`src/rtl/core/lpps_pkg.sv`:
```
package lpps_pkg;

    localparam int DEPTH_DEF = 16;
    localparam int VAL_W     = 32;
    localparam int CMD_W     = 3;
    localparam int STAT_W    = 2;
    localparam int S_DATA_W  = 40;
    localparam int M_DATA_W  = 40;

    typedef enum logic [CMD_W-1:0] {
        CMD_APPEND = 3'd0,
        CMD_REMOVE = 3'd1,
        CMD_SEARCH = 3'd2,
        CMD_SORT   = 3'd3,
        CMD_READ   = 3'd4
    } cmd_t;

    typedef enum logic [STAT_W-1:0] {
        ST_DONE  = 2'd0,
        ST_EMPTY = 2'd1,
        ST_FULL  = 2'd2
    } status_t;

    // Per-cycle control broadcast to every cell of the chain
    typedef struct packed {
        logic load;     // write wdata into the cell whose index equals count
        logic rotate;   // every cell takes its right neighbour, ring closed at the ends
        logic sort_en;  // odd-even compare-exchange step
        logic phase;    // pairs start at even (0) or odd (1) cells
    } cell_ctl_t;

endpackage

```
`src/rtl/core/list_push_pop_search_sort.sv`:
```
// Channel | Dir | Fields (lowest bit first)                                  | Accept
// --------+-----+------------------------------------------------------------+----------------
// s_*     | in  | tdata: command[2:0], value[34:3], zero pad to 40           | tvalid & tready
// m_*     | out | data_out[31:0], found[32], status[34:33], pad; tlast: last | tvalid & tready
//
// Append, remove, unused codes and any request on an empty list complete on acceptance:
// the result sits in the output register after the accepting edge.
// Search and read out rotate the ring of DEPTH cells once (read out also waits on
// every output stall); sort runs DEPTH odd-even phases, one a cycle.
// A request is taken only with the engine idle and the output register free or
// draining. Reset clears the entry count and control; cells are undefined until written.
module list_push_pop_search_sort #(
    parameter int DEPTH = lpps_pkg::DEPTH_DEF
) (
    input  logic                           clk,
    input  logic                           rst_n,
    input  logic                           s_tvalid,
    output logic                           s_tready,
    input  logic [lpps_pkg::S_DATA_W-1:0]  s_tdata,   // command, value, pad
    output logic                           m_tvalid,
    input  logic                           m_tready,
    output logic [lpps_pkg::M_DATA_W-1:0]  m_tdata,   // data_out, found, status, pad
    output logic                           m_tlast
);

    localparam int IW = (DEPTH > 1) ? $clog2(DEPTH) : 1;
    localparam int CW = $clog2(DEPTH + 1);
    localparam logic [IW-1:0] IDX_LAST = IW'(DEPTH - 1);
    localparam logic [CW-1:0] CNT_FULL = CW'(DEPTH);

    typedef enum logic [2:0] {
        S_IDLE = 3'b001,
        S_WALK = 3'b010,
        S_SORT = 3'b100
    } state_t;

    state_t                      state_reg, state_next;
    logic [CW-1:0]               count_reg, count_next;
    logic [IW-1:0]               idx_reg, idx_next;
    logic                        read_reg, read_next;     // walk is read out, else search
    logic                        hit_reg, hit_next;
    logic                        phase_reg, phase_next;
    logic [lpps_pkg::VAL_W-1:0]  key_reg, key_next;

    logic                        ovalid_reg, ovalid_next;
    logic [lpps_pkg::VAL_W-1:0]  odata_reg, odata_next;
    logic                        ofound_reg, ofound_next;
    lpps_pkg::status_t           ostat_reg, ostat_next;
    logic                        olast_reg, olast_next;

    lpps_pkg::cell_ctl_t         ctl;
    lpps_pkg::cmd_t              cmd;
    logic [lpps_pkg::VAL_W-1:0]  in_value;
    logic [lpps_pkg::VAL_W-1:0]  cell_val [DEPTH];
    logic                        adv;
    logic                        take;
    logic                        in_range;
    logic                        hit_now;

    assign cmd      = lpps_pkg::cmd_t'(s_tdata[lpps_pkg::CMD_W-1:0]);
    assign in_value = s_tdata[lpps_pkg::CMD_W +: lpps_pkg::VAL_W];

    // Output register is free, or its result leaves this cycle
    assign adv      = !ovalid_reg || m_tready;
    assign s_tready = (state_reg == S_IDLE) && adv;
    assign take     = s_tvalid && s_tready;
    assign in_range = CW'(idx_reg) < count_reg;
    assign hit_now  = in_range && (cell_val[0] == key_reg);

    // Chain of cells: cell i rotates from cell i+1, the last from cell 0
    for (genvar g = 0; g < DEPTH; g++)
    begin : g_cell
        lpps_cell #(
            .DEPTH (DEPTH),
            .IDX   (g),
            .CW    (CW)
        ) u_cell (
            .clk   (clk),
            .ctl   (ctl),
            .count (count_reg),
            .wdata (in_value),
            .left  (cell_val[(g + DEPTH - 1) % DEPTH]),
            .right (cell_val[(g + 1) % DEPTH]),
            .value (cell_val[g])
        );
    end

    always_comb
    begin
        state_next  = state_reg;
        count_next  = count_reg;
        idx_next    = idx_reg;
        read_next   = read_reg;
        hit_next    = hit_reg;
        phase_next  = phase_reg;
        key_next    = key_reg;
        ovalid_next = ovalid_reg && !m_tready;
        odata_next  = odata_reg;
        ofound_next = ofound_reg;
        ostat_next  = ostat_reg;
        olast_next  = olast_reg;
        ctl         = '0;
        ctl.phase   = phase_reg;

        case (state_reg)
            S_IDLE:
            begin
                if (take)
                begin
                    // default: single final result, status done
                    ovalid_next = 1'b1;
                    odata_next  = '0;
                    ofound_next = 1'b0;
                    ostat_next  = lpps_pkg::ST_DONE;
                    olast_next  = 1'b1;
                    idx_next    = '0;
                    hit_next    = 1'b0;
                    phase_next  = 1'b0;
                    key_next    = in_value;
                    case (cmd)
                        lpps_pkg::CMD_APPEND:
                        begin
                            if (count_reg == CNT_FULL)
                            begin
                                ostat_next = lpps_pkg::ST_FULL;
                            end
                            else
                            begin
                                ctl.load   = 1'b1;
                                count_next = count_reg + CW'(1);
                            end
                        end
                        lpps_pkg::CMD_REMOVE:
                        begin
                            if (count_reg == '0)
                            begin
                                ostat_next = lpps_pkg::ST_EMPTY;
                            end
                            else
                            begin
                                count_next = count_reg - CW'(1);
                            end
                        end
                        lpps_pkg::CMD_SEARCH, lpps_pkg::CMD_READ:
                        begin
                            if (count_reg == '0)
                            begin
                                ostat_next = lpps_pkg::ST_EMPTY;
                            end
                            else
                            begin
                                // hold the result back until the walk produces it
                                ovalid_next = 1'b0;
                                read_next   = cmd == lpps_pkg::CMD_READ;
                                state_next  = S_WALK;
                            end
                        end
                        lpps_pkg::CMD_SORT:
                        begin
                            if (count_reg == '0)
                            begin
                                ostat_next = lpps_pkg::ST_EMPTY;
                            end
                            else
                            begin
                                ovalid_next = 1'b0;
                                state_next  = S_SORT;
                            end
                        end
                        default:
                        begin
                        end
                    endcase
                end
            end

            S_WALK:
            begin
                if (adv)
                begin
                    ctl.rotate  = 1'b1;
                    idx_next    = idx_reg + IW'(1);
                    ofound_next = 1'b0;
                    ostat_next  = lpps_pkg::ST_DONE;
                    if (read_reg)
                    begin
                        // emit the head entry while it is inside the list
                        ovalid_next = in_range;
                        odata_next  = cell_val[0];
                        olast_next  = CW'(idx_reg) + CW'(1) == count_reg;
                    end
                    else
                    begin
                        hit_next = hit_reg || hit_now;
                        if (idx_reg == IDX_LAST)
                        begin
                            ovalid_next = 1'b1;
                            odata_next  = '0;
                            ofound_next = hit_reg || hit_now;
                            olast_next  = 1'b1;
                        end
                    end
                    if (idx_reg == IDX_LAST)
                    begin
                        state_next = S_IDLE;
                    end
                end
            end

            S_SORT:
            begin
                if (adv)
                begin
                    ctl.sort_en = 1'b1;
                    phase_next  = !phase_reg;
                    idx_next    = idx_reg + IW'(1);
                    if (idx_reg == IDX_LAST)
                    begin
                        ovalid_next = 1'b1;
                        odata_next  = '0;
                        ofound_next = 1'b0;
                        ostat_next  = lpps_pkg::ST_DONE;
                        olast_next  = 1'b1;
                        state_next  = S_IDLE;
                    end
                end
            end

            default:
            begin
                state_next = S_IDLE;
            end
        endcase
    end

    always_ff @(posedge clk or negedge rst_n)
    begin
        if (!rst_n)
        begin
            state_reg  <= S_IDLE;
            count_reg  <= '0;
            idx_reg    <= '0;
            read_reg   <= 1'b0;
            hit_reg    <= 1'b0;
            phase_reg  <= 1'b0;
            ovalid_reg <= 1'b0;
        end
        else
        begin
            state_reg  <= state_next;
            count_reg  <= count_next;
            idx_reg    <= idx_next;
            read_reg   <= read_next;
            hit_reg    <= hit_next;
            phase_reg  <= phase_next;
            ovalid_reg <= ovalid_next;
        end
    end

    // Payload registers: no reset
    always_ff @(posedge clk)
    begin
        key_reg    <= key_next;
        odata_reg  <= odata_next;
        ofound_reg <= ofound_next;
        ostat_reg  <= ostat_next;
        olast_reg  <= olast_next;
    end

    assign m_tvalid = ovalid_reg;
    assign m_tlast  = olast_reg;
    assign m_tdata  = {5'b0, ostat_reg, ofound_reg, odata_reg};

endmodule

```
`src/rtl/core/lpps_cell.sv`:
```
module lpps_cell #(
    parameter int DEPTH = lpps_pkg::DEPTH_DEF,
    parameter int IDX   = 0,
    parameter int CW    = $clog2(DEPTH + 1)
) (
    input  logic                           clk,
    input  lpps_pkg::cell_ctl_t            ctl,
    input  logic [CW-1:0]                  count,
    input  logic [lpps_pkg::VAL_W-1:0]     wdata,
    input  logic [lpps_pkg::VAL_W-1:0]     left,
    input  logic [lpps_pkg::VAL_W-1:0]     right,
    output logic [lpps_pkg::VAL_W-1:0]     value
);

    localparam logic [CW-1:0] MY_IDX  = CW'(IDX);
    localparam logic          MY_PAR  = IDX % 2 == 1;
    localparam bit            HAS_LFT = IDX >= 1;

    logic [lpps_pkg::VAL_W-1:0] value_reg;
    logic [lpps_pkg::VAL_W-1:0] value_next;
    logic                       lower;
    logic                       swap_up;
    logic                       swap_dn;

    always_comb
    begin
        lower   = MY_PAR == ctl.phase;
        // lower cell of a pair: keep the smaller, swap only on strictly greater
        swap_up = lower && (32'(IDX) + 32'd1 < 32'(count)) &&
                  ($signed(value_reg) > $signed(right));
        swap_dn = !lower && HAS_LFT && (MY_IDX < count) &&
                  ($signed(left) > $signed(value_reg));
        value_next = value_reg;
        if (ctl.load && count == MY_IDX)
        begin
            value_next = wdata;
        end
        else if (ctl.rotate)
        begin
            value_next = right;
        end
        else if (ctl.sort_en)
        begin
            if (swap_up)
            begin
                value_next = right;
            end
            else if (swap_dn)
            begin
                value_next = left;
            end
        end
    end

    always_ff @(posedge clk)
    begin
        value_reg <= value_next;
    end

    assign value = value_reg;

endmodule

```
`config.mk`:
```
export PLATFORM = sky130hd
export DESIGN_NAME = list_push_pop_search_sort
export DESIGN_NICKNAME = d
export VERILOG_FILES = /design/src/rtl/core/lpps_pkg.sv /design/src/rtl/core/list_push_pop_search_sort.sv /design/src/rtl/core/lpps_cell.sv
export SDC_FILE = /design/constraint.sdc
export NUM_CORES = 2
export LEC_CHECK = 0
export BUFFER_PORTS_ARGS = -buffer_cell sky130_fd_sc_hd__buf_4
export CAP_MARGIN = 20
export CORE_MARGIN = 2
export CORE_UTILIZATION = 60
export CTS_BUF_LIST = sky130_fd_sc_hd__clkbuf_4 sky130_fd_sc_hd__clkbuf_8
export DETAILED_ROUTE_END_ITERATION = 7
export PLACE_DENSITY = 0.86
export SETUP_SLACK_MARGIN = 0.05
export SLEW_MARGIN = 20
export SYNTH_ARGS = -nofsm -noshare
export SYNTH_HDL_FRONTEND = slang
export SYNTH_SLANG_ARGS = --single-unit
export TNS_END_PERCENT = 100
```
`constraint.sdc`:
```
create_clock -name clk -period 5.2 [get_ports clk]
set_input_delay 0.26 -clock clk [delete_from_list [all_inputs] [get_ports clk]]
set_output_delay 0.26 -clock clk [all_outputs]
set_load 0.01 [all_outputs]
```
==> flow_summary.ini <==
[layout]
postLayoutCoreUtil = 0.660
final_layout_size_suffix_gt1_frac = 0.0889
largest_register_ffs = 512
stdcell_count = 5619
synthToLayoutAreaGrowth_pct = 8.80
finalNetCount = 5156
finalInstanceArea_um2 = 47200

[grt]
grt.overflow.total = 0
maximum_number_of_pins_on_one_net_before_global_route_repair = 135
grt_pass1_wl_um = 210000
number_of_global_route_vias_before_repair = 35600
grt_util_all_layers = 0.371
antenna_found_initial = 2

[sta]
hold_viol = 0
rsz0062_at_grt = no
worst_slew_margin_rel = 0.294
final-setup-viol-count = 0
timing.setup.tns_ns = 0
max_slew.worst_pin.slew_ns = 1.05
worst_clock_skew_ns = 0.0593
final.period_utilization = 0.817
fmax_mhz = 235
slew_viol_final = 0
min_period_ns = 4.25

[floorplan]
die_w_um = 273
die-height_um = 273
starting_density_of_the_core = 0.606
die_area_um2 = 74500
rows = 98
num_io_pins = 87
placeableCoreArea_um2 = 71600

[synthesis]
synth.cells.most_frequent = 580 x sky130_fd_sc_hd__edfxtp_1, 527 x sky130_fd_sc_hd__inv_1, 522 x sky130_fd_sc_hd__ha_1
synth.most_common_cell = sky130_fd_sc_hd__edfxtp_1
syn_inst = 4540
avg_synthesized_cell_area_um2 = 9.56
synth_flop_cell = sky130_fd_sc_hd__edfxtp_1
ys_top_cells_by_area = sky130_fd_sc_hd__edfxtp_1 40%, sky130_fd_sc_hd__ha_1 15%, sky130_fd_sc_hd__a21oi_1 5.5%
total_standard_cell_area_after_synthesis_um2 = 43400
synth.top_cell.area_share = 0.401
async_flop_share = 0.0268
synth-edff-count = 580
synth.lib_cells_used.distinct = 75
yosys_warnings = 0
yosysSeqAreaShare = 0.410
netlist.top_cell.by_area = sky130_fd_sc_hd__edfxtp_1
synth-seq-cells = 596

[worst_hold_path]
hold_class = in -> reg
hold_start = s_tdata[1]

[clock_tree]
path_clk_slew_ns = 0.06
htree_levels = 3
cts_sinks = 596
clock_path_buffers = 3
tritoncts_clock_tree = yes
insertion_delay_ns = 0.78
cts.repair.resized = 0
clk_root_buffer_cell = sky130_fd_sc_hd__clkbuf_8
cts_post_setup_buffers_inserted = 0
cts_made_buffers = 104

[power_and_ir_drop]
share_comb_of_total_power = 0.128
worst_ir_drop_vdd_mv = 0.219
power.leakage_nw = 19.7
clock_power_share = 0.383
seq_power_share = 0.490
internal_power_mw = 8.15
p_sw_frac = 0.283
power_density_of_the_placed_cells_nw_per_um2 = 240
p_switching_mw = 3.21
p_total_mw = 11.4

[status]
failed_checks = design-rule violations
run_status = finished with violations

[placed_design]
post_dp_cell_area_um2 = 44800
placedCellCount = 5391
numPortBuffers = 76
finalWeightedCongestion = 0.986
place.detailed.hpwl_um = 101000

[worst_setup_path]
reg2reg_from = g_cell[9].u_cell.value[31]
max_stage_delay_ns = 0.65
crit_path_cell_trace = inv_1 -> ha_1 -> and4_1 -> nand4_1 -> or4_1 -> o211a_1 -> o31ai_1 -> nand3_4 -> o21ai_1 -> nand2_1 -> buf_12
cp.required_ns = 5.70
crit_slowest_cell = sky130_fd_sc_hd__or4_1
timing.setup.critical_path_class = reg -> reg
worst_ep_arrival_time_ns = 4.75
crit_path_max_fanout = 33
crit_path_start_kind = register
critical_path_endpoint_category = register
crit_path_start = g_cell[9].u_cell.value[31]

[drt]
post-route-drc-count = 1
route.detailed.wl_per_inst_um = 25.1
dr.first_iter.drc_count = 5742
drt-pass1-iter-count = 8
via_density = 6.75
number_of_nets_with_antenna_violations_after_detailed_routing = 0
finalWirelength_um = 141000
detailroute.via_count = 38000

[flow_run]
maxCapViolations = 0
[area by class of cell]
| type | instances | area [µm²] |
|---|---|---|
| Antenna cell | 3 | 7.51 |
| Clock buffer | 131 | 1640 |
| Clock inverter | 51 | 338 |
| Fill cell | 5379 | 24400 |
| Inverter | 529 | 1990 |
| Multi-Input combinational cell | 3159 | 22600 |
| Sequential cell | 596 | 17800 |
| Tap cell | 950 | 1190 |
| Timing Repair Buffer | 200 | 1680 |
[per-stage QoR]
step / setup slack (ns) / hold WS, ns
finish: 0.954 / 0.430
global route: 0.845 / 0.439
CTS: 1.03 / 0.372
detailed placement: 1.05 / 0.138
global placement: 1.14 / 0.135
floorplan: 0.271 / -0.0356
[power by group through the flow]
stage / sequential (mW) / combinational [mW] / clock [mW]
finish: 5.56 / 1.45 / 4.35
CTS: 5.55 / 1.40 / 4.31
floorplan: 5.57 / 0.976 / 0
global placement: 5.65 / 1.31 / 0
detailed placement: 5.65 / 1.36 / 0
global route: 5.57 / 1.54 / 4.49
[critical path, delay by kind of cell (launching register included)]
family                     cells  cell delay (ns)
buffers and inverters          2             0.40
adders and majority gates      1             0.35
AOI/OAI and AO/OA              3             0.76
DFF                            1             0.46
and+or+nand+nor                5             2.01
[timing repair]
item | CTS | global route
setup endpoints to repair | 0 | 0
hold buffers | 43 | 0
hold endpoints to repair | 55 | 0
[layout by cell type (no fill, tap or decap), types with 10 or more instances in the layout]
| master | synthesis | layout |
|---|---|---|
| sky130_fd_sc_hd__and2_1 | 13 | 10 |
| sky130_fd_sc_hd__a31oi_1 | 70 | 70 |
| sky130_fd_sc_hd__o211ai_1 | 14 | 14 |
| sky130_fd_sc_hd__a221oi_1 | 21 | 21 |
| sky130_fd_sc_hd__dlygate4sd3_1 | 0 | 43 |
| sky130_fd_sc_hd__mux2_2 | 33 | 33 |
| sky130_fd_sc_hd__xnor2_1 | 42 | 42 |
| sky130_fd_sc_hd__nor3_1 | 30 | 27 |
| sky130_fd_sc_hd__nand2_1 | 486 | 481 |
| sky130_fd_sc_hd__o21ai_1 | 45 | 42 |
| sky130_fd_sc_hd__o311ai_2 | 25 | 25 |
| sky130_fd_sc_hd__nor2_1 | 329 | 329 |
| sky130_fd_sc_hd__edfxtp_1 | 580 | 580 |
| sky130_fd_sc_hd__o311ai_1 | 151 | 151 |
| sky130_fd_sc_hd__clkinv_2 | 0 | 11 |
| sky130_fd_sc_hd__a22o_1 | 33 | 33 |
| sky130_fd_sc_hd__nand2b_1 | 10 | 10 |
| sky130_fd_sc_hd__and4_1 | 28 | 26 |
| sky130_fd_sc_hd__a21o_1 | 30 | 30 |
| sky130_fd_sc_hd__ha_1 | 522 | 522 |
| sky130_fd_sc_hd__o311ai_0 | 16 | 16 |
| sky130_fd_sc_hd__dfrtp_1 | 15 | 15 |
| sky130_fd_sc_hd__or4_1 | 14 | 14 |
| sky130_fd_sc_hd__a21oi_1 | 479 | 478 |
| sky130_fd_sc_hd__nor2b_1 | 23 | 23 |
| sky130_fd_sc_hd__nand4_1 | 105 | 105 |
| sky130_fd_sc_hd__nand3_1 | 73 | 68 |
| sky130_fd_sc_hd__clkbuf_4 | 0 | 26 |
| sky130_fd_sc_hd__mux2i_1 | 226 | 226 |
| sky130_fd_sc_hd__o21ai_0 | 138 | 136 |
| sky130_fd_sc_hd__nor4_1 | 20 | 19 |
| sky130_fd_sc_hd__or3_1 | 36 | 36 |
| sky130_fd_sc_hd__a221o_1 | 11 | 11 |
| sky130_fd_sc_hd__o31ai_1 | 14 | 14 |
| sky130_fd_sc_hd__o211a_1 | 13 | 13 |
| sky130_fd_sc_hd__buf_4 | 25 | 151 |
| sky130_fd_sc_hd__clkinv_1 | 0 | 31 |
| sky130_fd_sc_hd__clkbuf_8 | 0 | 105 |
| sky130_fd_sc_hd__inv_1 | 527 | 527 |
[routing by layer]
layer	track usage	up-vias	share of wire
met4	0.245	0	0.076
li1	-	16800	-
met5	0	-	0
met2	0.532	3090	0.41
met1	0.493	17500	0.36
met3	0.101	578	0.16
[cell families (layout without fill, tap and decap cells)]
kind of cell    after synthesis  in the layout  synth area share
compound gates             1117           1117             0.168
xor+xnor                     44             44           0.00888
fa+ha+maj                   522            522             0.150
buf+inv                     789            911            0.0727
flops                       596            596             0.410
mux                         259            259            0.0607
other cells                   1              8         0.0000864
simple gates               1212           1212             0.129
[final timing paths]
check,to,slack [ns],cells past startpoint
max,g_cell[8].u_cell.value[24],0.95,11
min,state_reg[2],0.43,3
max reg2reg,g_cell[8].u_cell.value[24],0.95,11
min reg2reg,idx_reg[1],0.57,1
max in group asynchronous,state_reg[1],3.46,4
min in group asynchronous,state_reg[0],0.55,3
No activity file was read; power rests on OpenSTA's default activity.
